$ cat src/design/multilevel_multiprobe_hash_set_defines.svh
// Assertion macros for the asserting top-level file.
`ifndef MULTILEVEL_MULTIPROBE_HASH_SET_DEFINES_SVH
`define MULTILEVEL_MULTIPROBE_HASH_SET_DEFINES_SVH

// Condition must hold at every clock edge out of reset.
`define MMHS_ASSERT_ALWAYS(label, cond) \
    label: assert property (@(posedge clk) disable iff (!rst_n) (cond)) \
        else $error("mmhs check failed");

// Antecedent implies consequent in the same cycle.
`define MMHS_ASSERT_IMPL(label, ante, cons) \
    label: assert property (@(posedge clk) disable iff (!rst_n) (ante) |-> (cons)) \
        else $error("mmhs check failed");

`endif

$ cat src/design/mmhs_pkg.sv
package mmhs_pkg;

    localparam int INIT_SIZE  = 16;
    localparam int INIT_LOG2  = 4;
    localparam int MAX_HASHES = 4;

    localparam logic [31:0] MUR_C1 = 32'hcc9e2d51;
    localparam logic [31:0] MUR_C2 = 32'h1b873593;
    localparam logic [31:0] MUR_C3 = 32'h85ebca6b;
    localparam logic [31:0] MUR_C4 = 32'hc2b2ae35;
    localparam logic [31:0] MUR_E  = 32'he6546b64;
    localparam logic [31:0] MUR_LEN = 32'd4;

    localparam logic [2:0] CFG_HASH_COUNT = 3'd0;
    localparam logic [2:0] CFG_SEED_0     = 3'd1;
    localparam logic [2:0] CFG_SEED_1     = 3'd2;
    localparam logic [2:0] CFG_SEED_2     = 3'd3;
    localparam logic [2:0] CFG_SEED_3     = 3'd4;

    localparam logic OP_QUERY  = 1'b0;
    localparam logic OP_INSERT = 1'b1;

    localparam int FLAG_OCC   = 64;
    localparam int FLAG_MOVED = 65;

    typedef enum logic [2:0] {
        ST_CLEAR,
        ST_IDLE,
        ST_HASH,
        ST_LEVEL,
        ST_PROBE,
        ST_CHECK,
        ST_MIGDONE
    } state_t;

    typedef struct packed {
        logic        op;
        logic [63:0] key;
    } item_t;

    typedef struct packed {
        logic        valid;
        logic [31:0] data;
        logic [31:0] seed;
        logic [1:0]  tag;
    } hash_req_t;

    typedef struct packed {
        logic        valid;
        logic [31:0] hash;
        logic [1:0]  tag;
    } hash_resp_t;

endpackage

$ cat src/design/mmhs_hash.sv
module mmhs_hash
    import mmhs_pkg::*;
(
    input  logic       clk,
    input  logic       rst_n,
    input  hash_req_t  req,
    output hash_resp_t resp
);

    function automatic logic [31:0] rotl(input logic [31:0] x, input int r);
        rotl = (x << r) | (x >> (32 - r));
    endfunction

    logic [4:0]  v_reg;
    logic [1:0]  tag_reg [5];
    logic [31:0] seed1_reg, seed2_reg;
    logic [31:0] k1_reg, k2_reg, h3_reg, h4_reg, h5_reg;
    logic [31:0] t3, u3, x5;

    always_comb
    begin
        t3 = rotl(seed2_reg ^ k2_reg, 13);
        t3 = ((t3 << 2) + t3 + MUR_E) ^ MUR_LEN;
        u3 = t3 ^ (t3 >> 16);
        x5 = h4_reg ^ (h4_reg >> 13);
    end

    always_ff @(posedge clk or negedge rst_n)
    begin
        if (!rst_n)
        begin
            v_reg <= '0;
        end
        else
        begin
            v_reg <= {v_reg[3:0], req.valid};
        end
    end

    always_ff @(posedge clk)
    begin
        tag_reg[0] <= req.tag;
        for (int s = 1; s < 5; s++)
        begin
            tag_reg[s] <= tag_reg[s-1];
        end
        seed1_reg <= req.seed;
        seed2_reg <= seed1_reg;
        k1_reg    <= req.data * MUR_C1;
        k2_reg    <= rotl(k1_reg, 15) * MUR_C2;
        h3_reg    <= u3;
        h4_reg    <= h3_reg * MUR_C3;
        h5_reg    <= x5 * MUR_C4;
    end

    assign resp.valid = v_reg[4];
    assign resp.tag   = tag_reg[4];
    assign resp.hash  = h5_reg ^ (h5_reg >> 16);

endmodule

$ cat config.mk
export PLATFORM = sky130hd
export DESIGN_NAME = mmhs_hash
export DESIGN_NICKNAME = d
export VERILOG_FILES = /design/src/design/multilevel_multiprobe_hash_set_defines.svh /design/src/design/mmhs_pkg.sv /design/src/design/mmhs_hash.sv
export SDC_FILE = /design/constraint.sdc
export NUM_CORES = 2
export LEC_CHECK = 0
export BUFFER_PORTS_ARGS = -buffer_cell sky130_fd_sc_hd__buf_2
export CORE_MARGIN = 8
export CORE_UTILIZATION = 50
export CTS_BUF_LIST = sky130_fd_sc_hd__clkbuf_4 sky130_fd_sc_hd__clkbuf_8
export DETAILED_ROUTE_END_ITERATION = 12
export PLACE_DENSITY = 0.78
export SYNTH_ARGS = -nofsm -noshare
export SYNTH_HDL_FRONTEND = slang
export SYNTH_SLANG_ARGS = --single-unit
$ cat constraint.sdc
create_clock -name clk -period 8.3 [get_ports clk]
set_input_delay 0.83 -clock clk [delete_from_list [all_inputs] [get_ports clk]]
set_output_delay 0.83 -clock clk [all_outputs]
set_load 0.01 [all_outputs]
; ---- Word-level counts from Yosys, hierarchy flattened
; Memories as Yosys holds them, arrays and structs flattened.
; Index checks and enable logic that the tools add are counted.
[totals]
n_memories = 1
register_bits = 229
mem_bits_rw = 10
inputBits = 69
[classes]
add_sub_neg = 2
mul = 4
bitwise_logic = 7
[mem_list]
columns = memory, depth, width, rd, rd_ports_with_merged_regs, wr, line_no
row1 = tag_reg, 5, 2, 5, 0, 5, mmhs_hash.sv:15  ; logic [1:0] tag_reg [5];
[op_table]
columns = cell, count
row1 = $mul 32x31->32 const B, 2
row2 = $xor 32x16->32, 2
row3 = $add 32x32->32, 1
row4 = $add 32x32->32 const B, 1
row5 = $mul 32x29->32 const B, 1
row6 = $mul 32x32->32 const B, 1
row7 = $or 32x13->32, 1
row8 = $or 32x15->32, 1
row9 = $xor 32x19->32, 1
row10 = $xor 32x32->32, 1
row11 = $not 1->1, 1

; ---- Depth between registers and ports, before layout
[depth]
ltp_word = 6
mapped_depth = 26
depth_no_buf = 26

; ---- Least setup slack after synthesis
; No wires, ideal clock.
[synth_path]
path_type = register to register
from = register h4_reg[19]
to = register h5_reg[30]
arrival_ns = 6.542
stages_incl_launch_ff = 25
path_slack_ns = 1.639
synth_period_minus_slack_ns = 6.661
path_cell_list = dfxtp_1 > xor2_1 > ha_1 > ha_1 > a21oi_1 > fa_1 > fa_1 > inv_1 > fa_1 > inv_1 > fa_1 > inv_1 > fa_1 > inv_1 > fa_1 > inv_1 > ha_1 > clkbuf_1 > a21o_1 > a21oi_1 > a2bb2oi_1 > a31oi_1 > o21a_1 > a221o_1 > xor2_1
[synth_via]
elab_chain_cells = 2
[synth_lines]
columns = element, line_no
row1 = start: declaration, mmhs_hash.sv:17  ; logic [31:0] k1_reg, k2_reg, h3_reg, h4_reg, h5_reg;
row2 = start signal: assignment, mmhs_hash.sv:52  ; h4_reg <= h3_reg * MUR_C3;
row3 = $xor 32x19->32, mmhs_hash.sv:25  ; x5 = h4_reg ^ (h4_reg >> 13);
row4 = $mul 32x31->32, mmhs_hash.sv:53  ; h5_reg <= x5 * MUR_C4;
row5 = end signal: assignment, mmhs_hash.sv:53
row6 = end: declaration, mmhs_hash.sv:17
; No other way between the ends.

; ---- Final worst setup path
[layout_path]
from = register h4_reg[20]
to = register h5_reg[30]
; Same word-level chain as after synthesis.

==> metrics.txt <==
RD Place Congestion=0.973; sequential element share of the synthesized area=11.6%; WL final=97500 µm; gr usage total=21.5%; die area=a little over 0.09 mm²; Syn-to-layout area delta=6.56%; crit path capture type=register; post-CTS setup buffer count=0; min Tclk post-route=7160 ps; global-route wire length before repair=158000 µm; row cnt=105; drt initial violations=~1500; Critical Path RT=8810 ps; layout cells sized above 1=5.00%; CTS tree=built; CTS clk-pin slew, worst paths=roughly 60 ps; largest net degree at the start of global routing=13; fin cells=approximately 5300; synth warn=0; vias in the first global route=between 30000 and 40000; CP Launch Type=register; grt ovf=0; die width=between 300 and 400 µm; Worst Skew=52.1 ps; core area=roughly 0.082 mm²; root buffer cell=clkbuf_8; Buf+Inv Stages, Crit Path=5; EDFF count, synth=0; Mapped Cells=4097; CP most frequent cell=fa_1; crit path DAT=about 7700 ps; Avg Cell Area, Syn=10.1 µm²; via/cell ratio=5.06; Largest stage delay, worst path=550 ps; crit-path cells=xor2_1 -> ha_1 -> ha_1 -> a21oi_1 -> fa_1 -> fa_1 -> inv_1 -> fa_1 -> inv_1 -> fa_1 -> inv_1 -> fa_1 -> inv_1 -> fa_1 -> inv_1 -> ha_1 -> a21o_1 -> a21oi_1 -> a2bb2oi_1 -> a31oi_1 -> o21a_1 -> a221o_1 -> xor2_1; fraction of registers with async set/reset=2.09%; maximum fanout along the worst path=7; Buffers on Ports=103; Post-DP HPWL=between 80000 and 90000 µm; First-pass DRT Iterations=5; status=finished, final reports clean; H-Tree Depth=2; ys flop type=dfxtp_1; CTS sink cnt=~240; placed cell count=5252; Post-Syn Area=0.0414 mm²; initial core utilization=50.5%; IO Count=roughly 100; Clock Latency Late Sink=roughly 620 ps; max-cap violations=0; Max Fclk=0.140 GHz; final hold vios=0; period utilisation layout=86.3%; # DRC=0; count of state elements after synthesis=239; DRT antenna net count=0; Die Y=304 µm; Slowest cell on crit path=xor2_1; Fin Setup TNS=0 ps; unique cell type count in the Yosys netlist=between 70 and 80; DR WL/cell=between 15 and 20 µm; Worst Hold Class=reg2reg; Net Count, Synth=roughly 5700; worst slew pin tran=730 ps; CTS buffer count=47; WS Path Type=reg2reg; Slew Viols, Final=0; post-layout net count=about 5800; initial antenna violation count=5; endpoints failing setup=0; Hold Worst Slack=roughly 320 ps; Max transition margin=approximately half; family with the most delay on the worst path=adder cells; RSZ-0062 raised after global routing=no; Max Root-Sink Buffers=3; via count=between 20000 and 30000
-- worst reg2reg max path: stages (launching register included) --
cell       delay [ps]
dfxtp_1           490
xor2_1            550
ha_1              370
ha_1              350
a21oi_1           230
fa_1              450
fa_1              500
inv_1              50
fa_1              500
inv_1              50
fa_1              530
inv_1              50
fa_1              470
inv_1              50
fa_1              490
inv_1              40
ha_1              370
a21o_1            190
a21oi_1           170
a2bb2oi_1         270
a31oi_1           190
o21a_1            220
a221o_1           330
xor2_1            140
-- stage by stage --
step	cell area, µm²	utilization [%]	setup slack [ps]
after CTS	44100	53.8	1140
final	44100	53.8	1140
after global placement	43100	52.6	1240
after floorplan	41400	-	1640
after detailed placement	43100	52.6	1130
after global routing	44100	53.8	861
-- placed cells by master, fill, tap and decap left out, types with 4 or more instances in the layout --
master | synthesis | layout
o21a_1 | 28 | 28
clkinvlp_4 | 0 | 5
o31a_1 | 5 | 5
a21o_1 | 49 | 49
ha_1 | 812 | 812
clkinv_2 | 0 | 13
o21ai_0 | 64 | 64
a221o_1 | 4 | 4
nor2b_1 | 12 | 12
dfrtp_1 | 5 | 5
xnor2_1 | 218 | 218
nand3_1 | 22 | 22
xor2_1 | 118 | 118
nor2_1 | 74 | 74
clkbuf_4 | 0 | 4
o21bai_1 | 14 | 14
o211ai_1 | 6 | 6
buf_4 | 20 | 11
a211oi_1 | 20 | 20
and3_1 | 12 | 12
or3_1 | 7 | 7
inv_1 | 1326 | 1326
a31oi_1 | 11 | 11
nor4_1 | 8 | 8
nand2_1 | 71 | 71
dfxtp_1 | 234 | 234
a21oi_1 | 96 | 96
clkbuf_8 | 0 | 52
fa_1 | 729 | 729
and2_1 | 8 | 8
nand4_1 | 7 | 7
buf_2 | 2 | 103
o31ai_1 | 5 | 5
nand2b_1 | 14 | 14
nor3_1 | 22 | 22
-- logic make-up (layout without fill, tap and decap cells) --
group	after synthesis	count (layout)	synth area share, %
compound gates	356	356	5.78
xor+xnor	338	338	7.22
simple gates	268	268	3.08
flops	239	239	11.6
fa+ha+maj	1541	1541	59.8
buf+inv	1355	1521	12.5
other cells	0	3	0
-- final cells by class --
class	instances	area, µm²
antenna	3	7.51
clock buffer	56	746
clock inverter	24	200
fill	7191	37900
inverter	1326	4980
multi-input combinational	2503	31400
sequential	239	4810
tap	1070	1340
timing repair buffer	115	608
-- synthesized netlist by cell type, types with 4 or more instances --
cell,instances,area (µm²)
inv_1,1326,4980
ha_1,812,10200
fa_1,729,14600
dfxtp_1,234,4680
xnor2_1,218,1910
xor2_1,118,1030
a21oi_1,96,480
nor2_1,74,278
nand2_1,71,267
o21ai_0,64,320
a21o_1,49,368
o21a_1,28,210
nand3_1,22,110
nor3_1,22,110
a211oi_1,20,150
buf_4,20,150
nand2b_1,14,87.6
o21bai_1,14,105
and3_1,12,75.1
nor2b_1,12,75.1
a31oi_1,11,68.8
and2_1,8,50.1
nor4_1,8,50.1
clkbuf_1,7,26.3
nand4_1,7,43.8
or3_1,7,43.8
o211ai_1,6,45.0
dfrtp_1,5,125
o31a_1,5,43.8
o31ai_1,5,37.5
a221o_1,4,40.0
-- per-layer routing --
| metal | global-route usage, % | wire length (µm) | vias to the layer above |
|---|---|---|---|
| li1 | - | - | 12700 |
| met1 | 27.4 | 41200 | 13500 |
| met2 | 37.8 | 48200 | 689 |
| met3 | 3.49 | 5590 | 153 |
| met4 | 5.50 | 2560 | 0 |
| met5 | 0 | 0 | - |
-- timing repair --
item,CTS,global route
hold buffers,1,0
resized for setup,0,0
endpoints found under the hold margin,5,0
-- final timing paths --
| path | from | endpoint | slack [ps] | depth (start not counted) |
|---|---|---|---|---|
| setup reg to reg | h4_reg[20]$_DFF_P_ | h5_reg[30]$_DFF_P_ | 1140 | 23 |
| hold reg to reg | seed1_reg[16]$_DFF_P_ | seed2_reg[16]$_DFF_P_ | 320 | 0 |
| max in group asynchronous | rst_n | v_reg[1]$_DFF_PN0_ | 7620 | 2 |
| hold / removal | seed1_reg[16]$_DFF_P_ | seed2_reg[16]$_DFF_P_ | 320 | 0 |
| setup / recovery | h4_reg[20]$_DFF_P_ | h5_reg[30]$_DFF_P_ | 1140 | 23 |
| min in group asynchronous | rst_n | v_reg[3]$_DFF_PN0_ | 560 | 2 |
Power is not shown: default switching activity piles up to over one toggle a cycle in this logic, so the estimate is an artifact.
