[config.mk]
export PLATFORM = sky130hd
export DESIGN_NAME = mmhs_front
export DESIGN_NICKNAME = d
export VERILOG_FILES = /design/src/design/multilevel_multiprobe_hash_set_defines.svh /design/src/design/mmhs_pkg.sv /design/src/design/mmhs_front.sv
export SDC_FILE = /design/constraint.sdc
export NUM_CORES = 1
export LEC_CHECK = 0
export BUFFER_PORTS_ARGS = -buffer_cell sky130_fd_sc_hd__buf_2
export CORE_ASPECT_RATIO = 1.75
export CORE_UTILIZATION = 43
export CTS_CLUSTER_DIAMETER = 40
export DETAILED_ROUTE_END_ITERATION = 10
export PLACE_DENSITY_LB_ADDON = 0.15
export SLEW_MARGIN = 5
export SYNTH_ARGS = -nofsm -noshare
export SYNTH_HDL_FRONTEND = slang
export SYNTH_SLANG_ARGS = --single-unit
[constraint.sdc]
create_clock -name clk -period 4.86 [get_ports clk]
set_clock_uncertainty 0.05 [all_clocks]
set_input_delay 0.972 -clock clk [delete_from_list [all_inputs] [get_ports clk]]
set_output_delay 0.972 -clock clk [all_outputs]
set_load 0.01 [all_outputs]
[src/design/multilevel_multiprobe_hash_set_defines.svh]
// Assertion macros for the asserting top-level file.
`ifndef MULTILEVEL_MULTIPROBE_HASH_SET_DEFINES_SVH
`define MULTILEVEL_MULTIPROBE_HASH_SET_DEFINES_SVH

// Condition must hold at every clock edge out of reset.
`define MMHS_ASSERT_ALWAYS(label, cond) \
    label: assert property (@(posedge clk) disable iff (!rst_n) (cond)) \
        else $error("mmhs check failed");

// Antecedent implies consequent in the same cycle.
`define MMHS_ASSERT_IMPL(label, ante, cons) \
    label: assert property (@(posedge clk) disable iff (!rst_n) (ante) |-> (cons)) \
        else $error("mmhs check failed");

`endif

[src/design/mmhs_pkg.sv]
package mmhs_pkg;

    localparam int INIT_SIZE  = 16;
    localparam int INIT_LOG2  = 4;
    localparam int MAX_HASHES = 4;

    localparam logic [31:0] MUR_C1 = 32'hcc9e2d51;
    localparam logic [31:0] MUR_C2 = 32'h1b873593;
    localparam logic [31:0] MUR_C3 = 32'h85ebca6b;
    localparam logic [31:0] MUR_C4 = 32'hc2b2ae35;
    localparam logic [31:0] MUR_E  = 32'he6546b64;
    localparam logic [31:0] MUR_LEN = 32'd4;

    localparam logic [2:0] CFG_HASH_COUNT = 3'd0;
    localparam logic [2:0] CFG_SEED_0     = 3'd1;
    localparam logic [2:0] CFG_SEED_1     = 3'd2;
    localparam logic [2:0] CFG_SEED_2     = 3'd3;
    localparam logic [2:0] CFG_SEED_3     = 3'd4;

    localparam logic OP_QUERY  = 1'b0;
    localparam logic OP_INSERT = 1'b1;

    localparam int FLAG_OCC   = 64;
    localparam int FLAG_MOVED = 65;

    typedef enum logic [2:0] {
        ST_CLEAR,
        ST_IDLE,
        ST_HASH,
        ST_LEVEL,
        ST_PROBE,
        ST_CHECK,
        ST_MIGDONE
    } state_t;

    typedef struct packed {
        logic        op;
        logic [63:0] key;
    } item_t;

    typedef struct packed {
        logic        valid;
        logic [31:0] data;
        logic [31:0] seed;
        logic [1:0]  tag;
    } hash_req_t;

    typedef struct packed {
        logic        valid;
        logic [31:0] hash;
        logic [1:0]  tag;
    } hash_resp_t;

endpackage

[src/design/mmhs_front.sv]
module mmhs_front
    import mmhs_pkg::*;
(
    input  logic        clk,
    input  logic        rst_n,
    input  logic        s_tvalid,
    output logic        s_tready,
    input  logic [63:0] s_tdata,
    input  logic        s_tuser,
    output logic        q_valid,
    output item_t       q_item,
    input  logic        q_pop
);

    item_t      buf_reg [2];
    logic       wr_reg, wr_next;
    logic       rd_reg, rd_next;
    logic [1:0] cnt_reg, cnt_next;
    logic       push;

    assign s_tready = (cnt_reg != 2'd2);
    assign push     = s_tvalid && s_tready;
    assign q_valid  = (cnt_reg != 2'd0);
    assign q_item   = buf_reg[rd_reg];

    always_comb
    begin
        wr_next  = push ? ~wr_reg : wr_reg;
        rd_next  = q_pop ? ~rd_reg : rd_reg;
        cnt_next = cnt_reg + 2'(push) - 2'(q_pop);
    end

    always_ff @(posedge clk or negedge rst_n)
    begin
        if (!rst_n)
        begin
            wr_reg  <= 1'b0;
            rd_reg  <= 1'b0;
            cnt_reg <= 2'd0;
        end
        else
        begin
            wr_reg  <= wr_next;
            rd_reg  <= rd_next;
            cnt_reg <= cnt_next;
        end
    end

    always_ff @(posedge clk)
    begin
        if (push)
        begin
            buf_reg[wr_reg] <= '{op: s_tuser, key: s_tdata};
        end
    end

endmodule

# Word-level counts from Yosys, hierarchy flattened
# Memories as Yosys holds them, arrays and structs flattened.
# Cells that the tools add are included.
# classes
n_reduce_logical	2
addsub	2
n_shift	0
eq_ne	1
order_cmp	0
n_bitwise	2
n_mul	0
mux	2
div	0
# op_table
op	n
adder 2 x 1 -> 2 bit	1
2-to-1 mux 1 bit	2
!= test 2 bit, second input constant	1
NOT 1 bit	2
nonzero test 2 bit	1
subtractor 2 x 1 -> 2 bit	1
logical AND 1 bit	1
# word_totals
ramBits	130
register_bits	4
latch_bits	0
input_bits	69
n_memories	1
mem_bits_ro	0
# memory_table
memory	depth	width	read_ports	rd_clocked_by_memory_dff	write_ports	line_no	text
buf_reg	2	65	1	0	1	mmhs_front.sv:15	item_t buf_reg [2];

# Depth between registers and ports, before layout
# logic_depth
word_depth	4
mapped_depth	5

# Worst setup path before layout
# OpenSTA, ideal clock, no wires.
# synth_timing
path_kind	in2reg
startpoint	input s_tvalid
endpoint	memory buf_reg[0][0] (netlist bit) (enable)
slack_ps	525
n_path_buf	0
t_arrival_ps	3797
path_stages	2
setup_ps	488
path_cell_list	nand2_1 > nor2_1
# synth_via
elab_chain_len	3
# synth_lines
element	line_no	text
start: declaration	mmhs_front.sv:6	input logic s_tvalid,
logical AND 1 bit	mmhs_front.sv:22	assign push = s_tvalid && s_tready;
2-to-1 mux 1 bit	mmhs_front.sv:51	if (push)
2-to-1 mux 1 bit (implied by the code)	mmhs_front.sv:53	buf_reg[wr_reg] <= '{op: s_tuser, key: s_tdata};
end: declaration	mmhs_front.sv:15	
# No other way between the ends.

==> impl_metrics.prom <==
# TYPE chip_impl_metric gauge
chip_impl_metric{name="met3_grt_util",unit=""} 0.0613
chip_impl_info{name="result_of_the_run",value="complete, but fails checks"} 1
chip_impl_metric{name="postSynthAreaPerCell",unit="um^2"} 23.1
chip_impl_info{name="cp_top_family",value="flip-flops"} 1
chip_impl_metric{name="synth_seq_area_share",unit=""} 0.793
chip_impl_info{name="synthMostInstantiatedCell",value="sky130_fd_sc_hd__edfxtp_1"} 1
chip_impl_metric{name="cts_sinks",unit=""} 134
chip_impl_metric{name="timing.final.max_slew_violations",unit=""} 0
chip_impl_metric{name="num_rows",unit=""} 52
chip_impl_metric{name="number_of_cts_inserted_buffers",unit=""} 17
chip_impl_metric{name="flow.area_growth_from_synthesis",unit="%"} 26.7
chip_impl_info{name="worst-setup-path-type",value="register to output pin"} 1
chip_impl_info{name="rsz0062_at_grt",value="no"} 1
chip_impl_metric{name="buf_inv_stages_crit_path",unit=""} 1
chip_impl_metric{name="buffers_inserted_during_post_cts_setup_optimization",unit=""} 0
chip_impl_metric{name="drt_iter0_drc",unit=""} 114
chip_impl_metric{name="synth_edf_count",unit=""} 130
chip_impl_metric{name="synth_cells",unit=""} 219
chip_impl_metric{name="die_x",unit="um"} 83.9
chip_impl_metric{name="cap_viol_max_count",unit=""} 0
chip_impl_metric{name="fillers",unit=""} 934
chip_impl_metric{name="core_region_area",unit="um^2"} 11500
chip_impl_metric{name="vias",unit=""} 2478
chip_impl_metric{name="overflow",unit=""} 0
chip_impl_metric{name="max_slew.worst_pin.slew",unit="ps"} 1110
chip_impl_metric{name="finish.net_count",unit=""} 437
chip_impl_metric{name="final-setup-viol-count",unit=""} 0
chip_impl_metric{name="power_leakage",unit="nW"} 2.53
chip_impl_metric{name="setup_slack",unit="ps"} 1650
chip_impl_metric{name="post-route-drc-count",unit=""} 16
chip_impl_info{name="yosys_top_cell_by_area",value="sky130_fd_sc_hd__edfxtp_1"} 1
chip_impl_metric{name="timing.max_slew.rel_slack",unit=""} 0.259
chip_impl_metric{name="pwr_density_cell",unit="nW/um^2"} 622
chip_impl_info{name="critical-path-slowest-cell",value="sky130_fd_sc_hd__dfrtp_4"} 1
chip_impl_metric{name="synth.top_cell.area_share",unit=""} 0.773
chip_impl_metric{name="ys_ff_latch",unit=""} 134
chip_impl_metric{name="vdd.ir_drop.worst",unit="mV"} 0.684
chip_impl_info{name="grt-busiest-layer",value="met2"} 1
chip_impl_metric{name="yosysUniqueCellTypes",unit=""} 17
chip_impl_metric{name="resized_cells_post_cts",unit=""} 0
chip_impl_metric{name="wire_per_inst",unit="um"} 16.5
chip_impl_metric{name="utilization",unit=""} 0.555
chip_impl_info{name="min_path_type",value="input pin to asynchronous set/reset pin"} 1
chip_impl_metric{name="clock_tree.htree_level_count",unit=""} 4
chip_impl_metric{name="synthesis.yosys.warnings",unit=""} 0
chip_impl_metric{name="critical_path_peak_fanout",unit=""} 66
chip_impl_metric{name="number_of_global_route_vias_before_repair",unit=""} 2578
chip_impl_metric{name="groute.layer.met2.usage",unit=""} 0.252
chip_impl_info{name="synth_top_cells_by_count",value="sky130_fd_sc_hd__edfxtp_1 (130), sky130_fd_sc_hd__mux2_4 (40), sky130_fd_sc_hd__mux2_2 (25)"} 1
chip_impl_metric{name="io-pin-count",unit=""} 136
chip_impl_metric{name="gp_congestion",unit=""} 0.709
chip_impl_metric{name="finalInstanceArea",unit="um^2"} 6400
chip_impl_metric{name="syn-cell-area",unit="um^2"} 5050
chip_impl_metric{name="vias_per_cell",unit=""} 4.82
chip_impl_metric{name="dp.final_hpwl",unit="um"} 5320
chip_impl_metric{name="route.final.wire_length",unit="um"} 8500
chip_impl_info{name="synth_top_flop_cell",value="sky130_fd_sc_hd__edfxtp_1"} 1
chip_impl_metric{name="antenna_left",unit=""} 0
chip_impl_metric{name="finalCriticalPeriod",unit="ps"} 3210
chip_impl_metric{name="floorplan.initialDensity",unit=""} 0.438
chip_impl_metric{name="drtPass1Iterations",unit=""} 7
chip_impl_metric{name="clk_latency",unit="ps"} 400
chip_impl_metric{name="crit_path_max_cell_delay",unit="ps"} 1130
chip_impl_metric{name="die_height",unit="um"} 145
chip_impl_metric{name="grt_max_degree",unit=""} 67
chip_impl_metric{name="detailedPlace.worstSlack",unit="ps"} 2080
chip_impl_metric{name="overall_track_demand_over_capacity_in_global_routing",unit=""} 0.148
chip_impl_metric{name="num_antenna_cells",unit=""} 0
chip_impl_metric{name="grt_antenna_before_repair",unit=""} 0
chip_impl_info{name="worst_setup_path_start_kind",value="register"} 1
chip_impl_metric{name="final-hold-violation-count",unit=""} 0
chip_impl_metric{name="place.port_buffers",unit=""} 135
chip_impl_info{name="cts-root-buf",value="sky130_fd_sc_hd__clkbuf_16"} 1
chip_impl_metric{name="synthesis.nets",unit=""} 289
chip_impl_metric{name="grt_first_pass_wirelength",unit="um"} 13100
chip_impl_metric{name="design.die.area",unit="um^2"} 12200
chip_impl_metric{name="met1_usage",unit=""} 0.156
chip_impl_metric{name="synth_async_sr_flop_share",unit=""} 0.0299
chip_impl_info{name="timing.critical_path.to_type",value="output pin"} 1
chip_impl_metric{name="max_frequency",unit="GHz"} 0.312
chip_impl_metric{name="post_cts_hold_buffer_count",unit=""} 0
chip_impl_metric{name="post-route-period-util",unit=""} 0.660
chip_impl_metric{name="crit_arrival",unit="ps"} 2190
chip_impl_metric{name="worst-endpoint-required",unit="ps"} 3840
chip_impl_info{name="ys_top_cells_by_area",value="sky130_fd_sc_hd__edfxtp_1 (77%), sky130_fd_sc_hd__mux2_4 (12%), sky130_fd_sc_hd__mux2_2 (5.6%)"} 1
chip_impl_metric{name="final_layout_size_suffix_gt1_frac",unit=""} 0.609
chip_impl_metric{name="clock_transition_at_the_registers_of_the_reported_paths",unit="ps"} 50
chip_impl_info{name="cts_tree",value="yes"} 1
chip_impl_metric{name="finalSetupTns",unit="ps"} 0
chip_impl_metric{name="placed_cell_area",unit="um^2"} 5850
chip_impl_metric{name="ctsLongestPathBuffers",unit=""} 2
chip_impl_info{name="cp_cell_sequence",value="mux2_2 > buf_2"} 1
chip_impl_metric{name="flip_flop_count_of_the_largest_register_after_layout",unit=""} 130
chip_impl_info{name="violated_checks",value="design-rule violations"} 1
[area by class of cell]
class                   count  area (um^2)  share of cell area
well taps                 135          169              0.0264
flip-flops and latches    134         4010               0.627
clock inverters            12          113              0.0176
clock buffers              19          433              0.0677
repair buffers            136          683               0.107
multi-input cells          78          991               0.155
[metal layers]
metal | vias up | share of wire | wire, um
li1 | 1163 | - | -
met1 | 1216 | 0.37 | 3130
met2 | 89 | 0.54 | 4600
met3 | 10 | 0.070 | 598
met4 | 0 | 0.020 | 167
met5 | - | 0 | 0
[cell usage in the layout, fill, tap and decap left out]
| master | count |
|---|---|
| sky130_fd_sc_hd__buf_2 | 135 |
| sky130_fd_sc_hd__edfxtp_1 | 130 |
| sky130_fd_sc_hd__mux2_4 | 40 |
| sky130_fd_sc_hd__mux2_2 | 25 |
| sky130_fd_sc_hd__clkbuf_16 | 17 |
| sky130_fd_sc_hd__clkinv_2 | 5 |
| sky130_fd_sc_hd__xnor2_1 | 3 |
| sky130_fd_sc_hd__clkinv_1 | 3 |
| sky130_fd_sc_hd__dfrtp_1 | 3 |
| sky130_fd_sc_hd__bufinv_16 | 2 |
| sky130_fd_sc_hd__clkbuf_1 | 2 |
| sky130_fd_sc_hd__nand2b_1 | 1 |
| sky130_fd_sc_hd__nand2_1 | 1 |
| sky130_fd_sc_hd__a21bo_1 | 1 |
| sky130_fd_sc_hd__nor3b_1 | 1 |
| sky130_fd_sc_hd__a21oi_1 | 1 |
| sky130_fd_sc_hd__or2_2 | 1 |
| sky130_fd_sc_hd__and3_4 | 1 |
| sky130_fd_sc_hd__nor2_4 | 1 |
| sky130_fd_sc_hd__xor2_1 | 1 |
| sky130_fd_sc_hd__ha_1 | 1 |
| sky130_fd_sc_hd__clkinv_4 | 1 |
| sky130_fd_sc_hd__clkinvlp_4 | 1 |
| sky130_fd_sc_hd__buf_4 | 1 |
| sky130_fd_sc_hd__dfrtp_4 | 1 |
[final timing paths]
kind / start / end / slack [ps] / depth (start not counted)
setup / recovery: rd_reg / q_item[62] / 1650 / 2
setup reg to reg: cnt_reg[0] / buf_reg[0][17] / 2890 / 4
max in group asynchronous: rst_n / rd_reg / 4300 / 1
min in group clk: cnt_reg[0] / cnt_reg[0] / 510 / 1
hold / removal: rst_n / cnt_reg[0] / 320 / 1
hold reg to reg: cnt_reg[0] / cnt_reg[0] / 510 / 1
[logic make-up after synthesis]
logic type                 synth area share
DFF                                   0.793
muxes                                 0.175
buffers and inverters                0.0131
and+or+nand+nor                     0.00669
xor gates and xnor gates            0.00694
AOI/OAI and AO/OA                   0.00297
adders and majority gates           0.00248
[power by group]
group / total, W / internal, W / switching, W
clock network: 0.00117 / 0.000741 / 0.000426
logic: 0.00103 / 0.000572 / 0.000456
registers: 0.00179 / 0.00159 / 0.000200
[per-stage QoR]
stage	hold WS [ps]	total power, W	std cells
after CTS	309	0.00404	514
after global routing	304	0.00417	514
after global placement	474	0.00284	483
final	319	0.00398	514
after detailed placement	499	0.00286	483
after floorplan	411	0.00250	219
No activity file was read; power rests on OpenSTA's default activity.
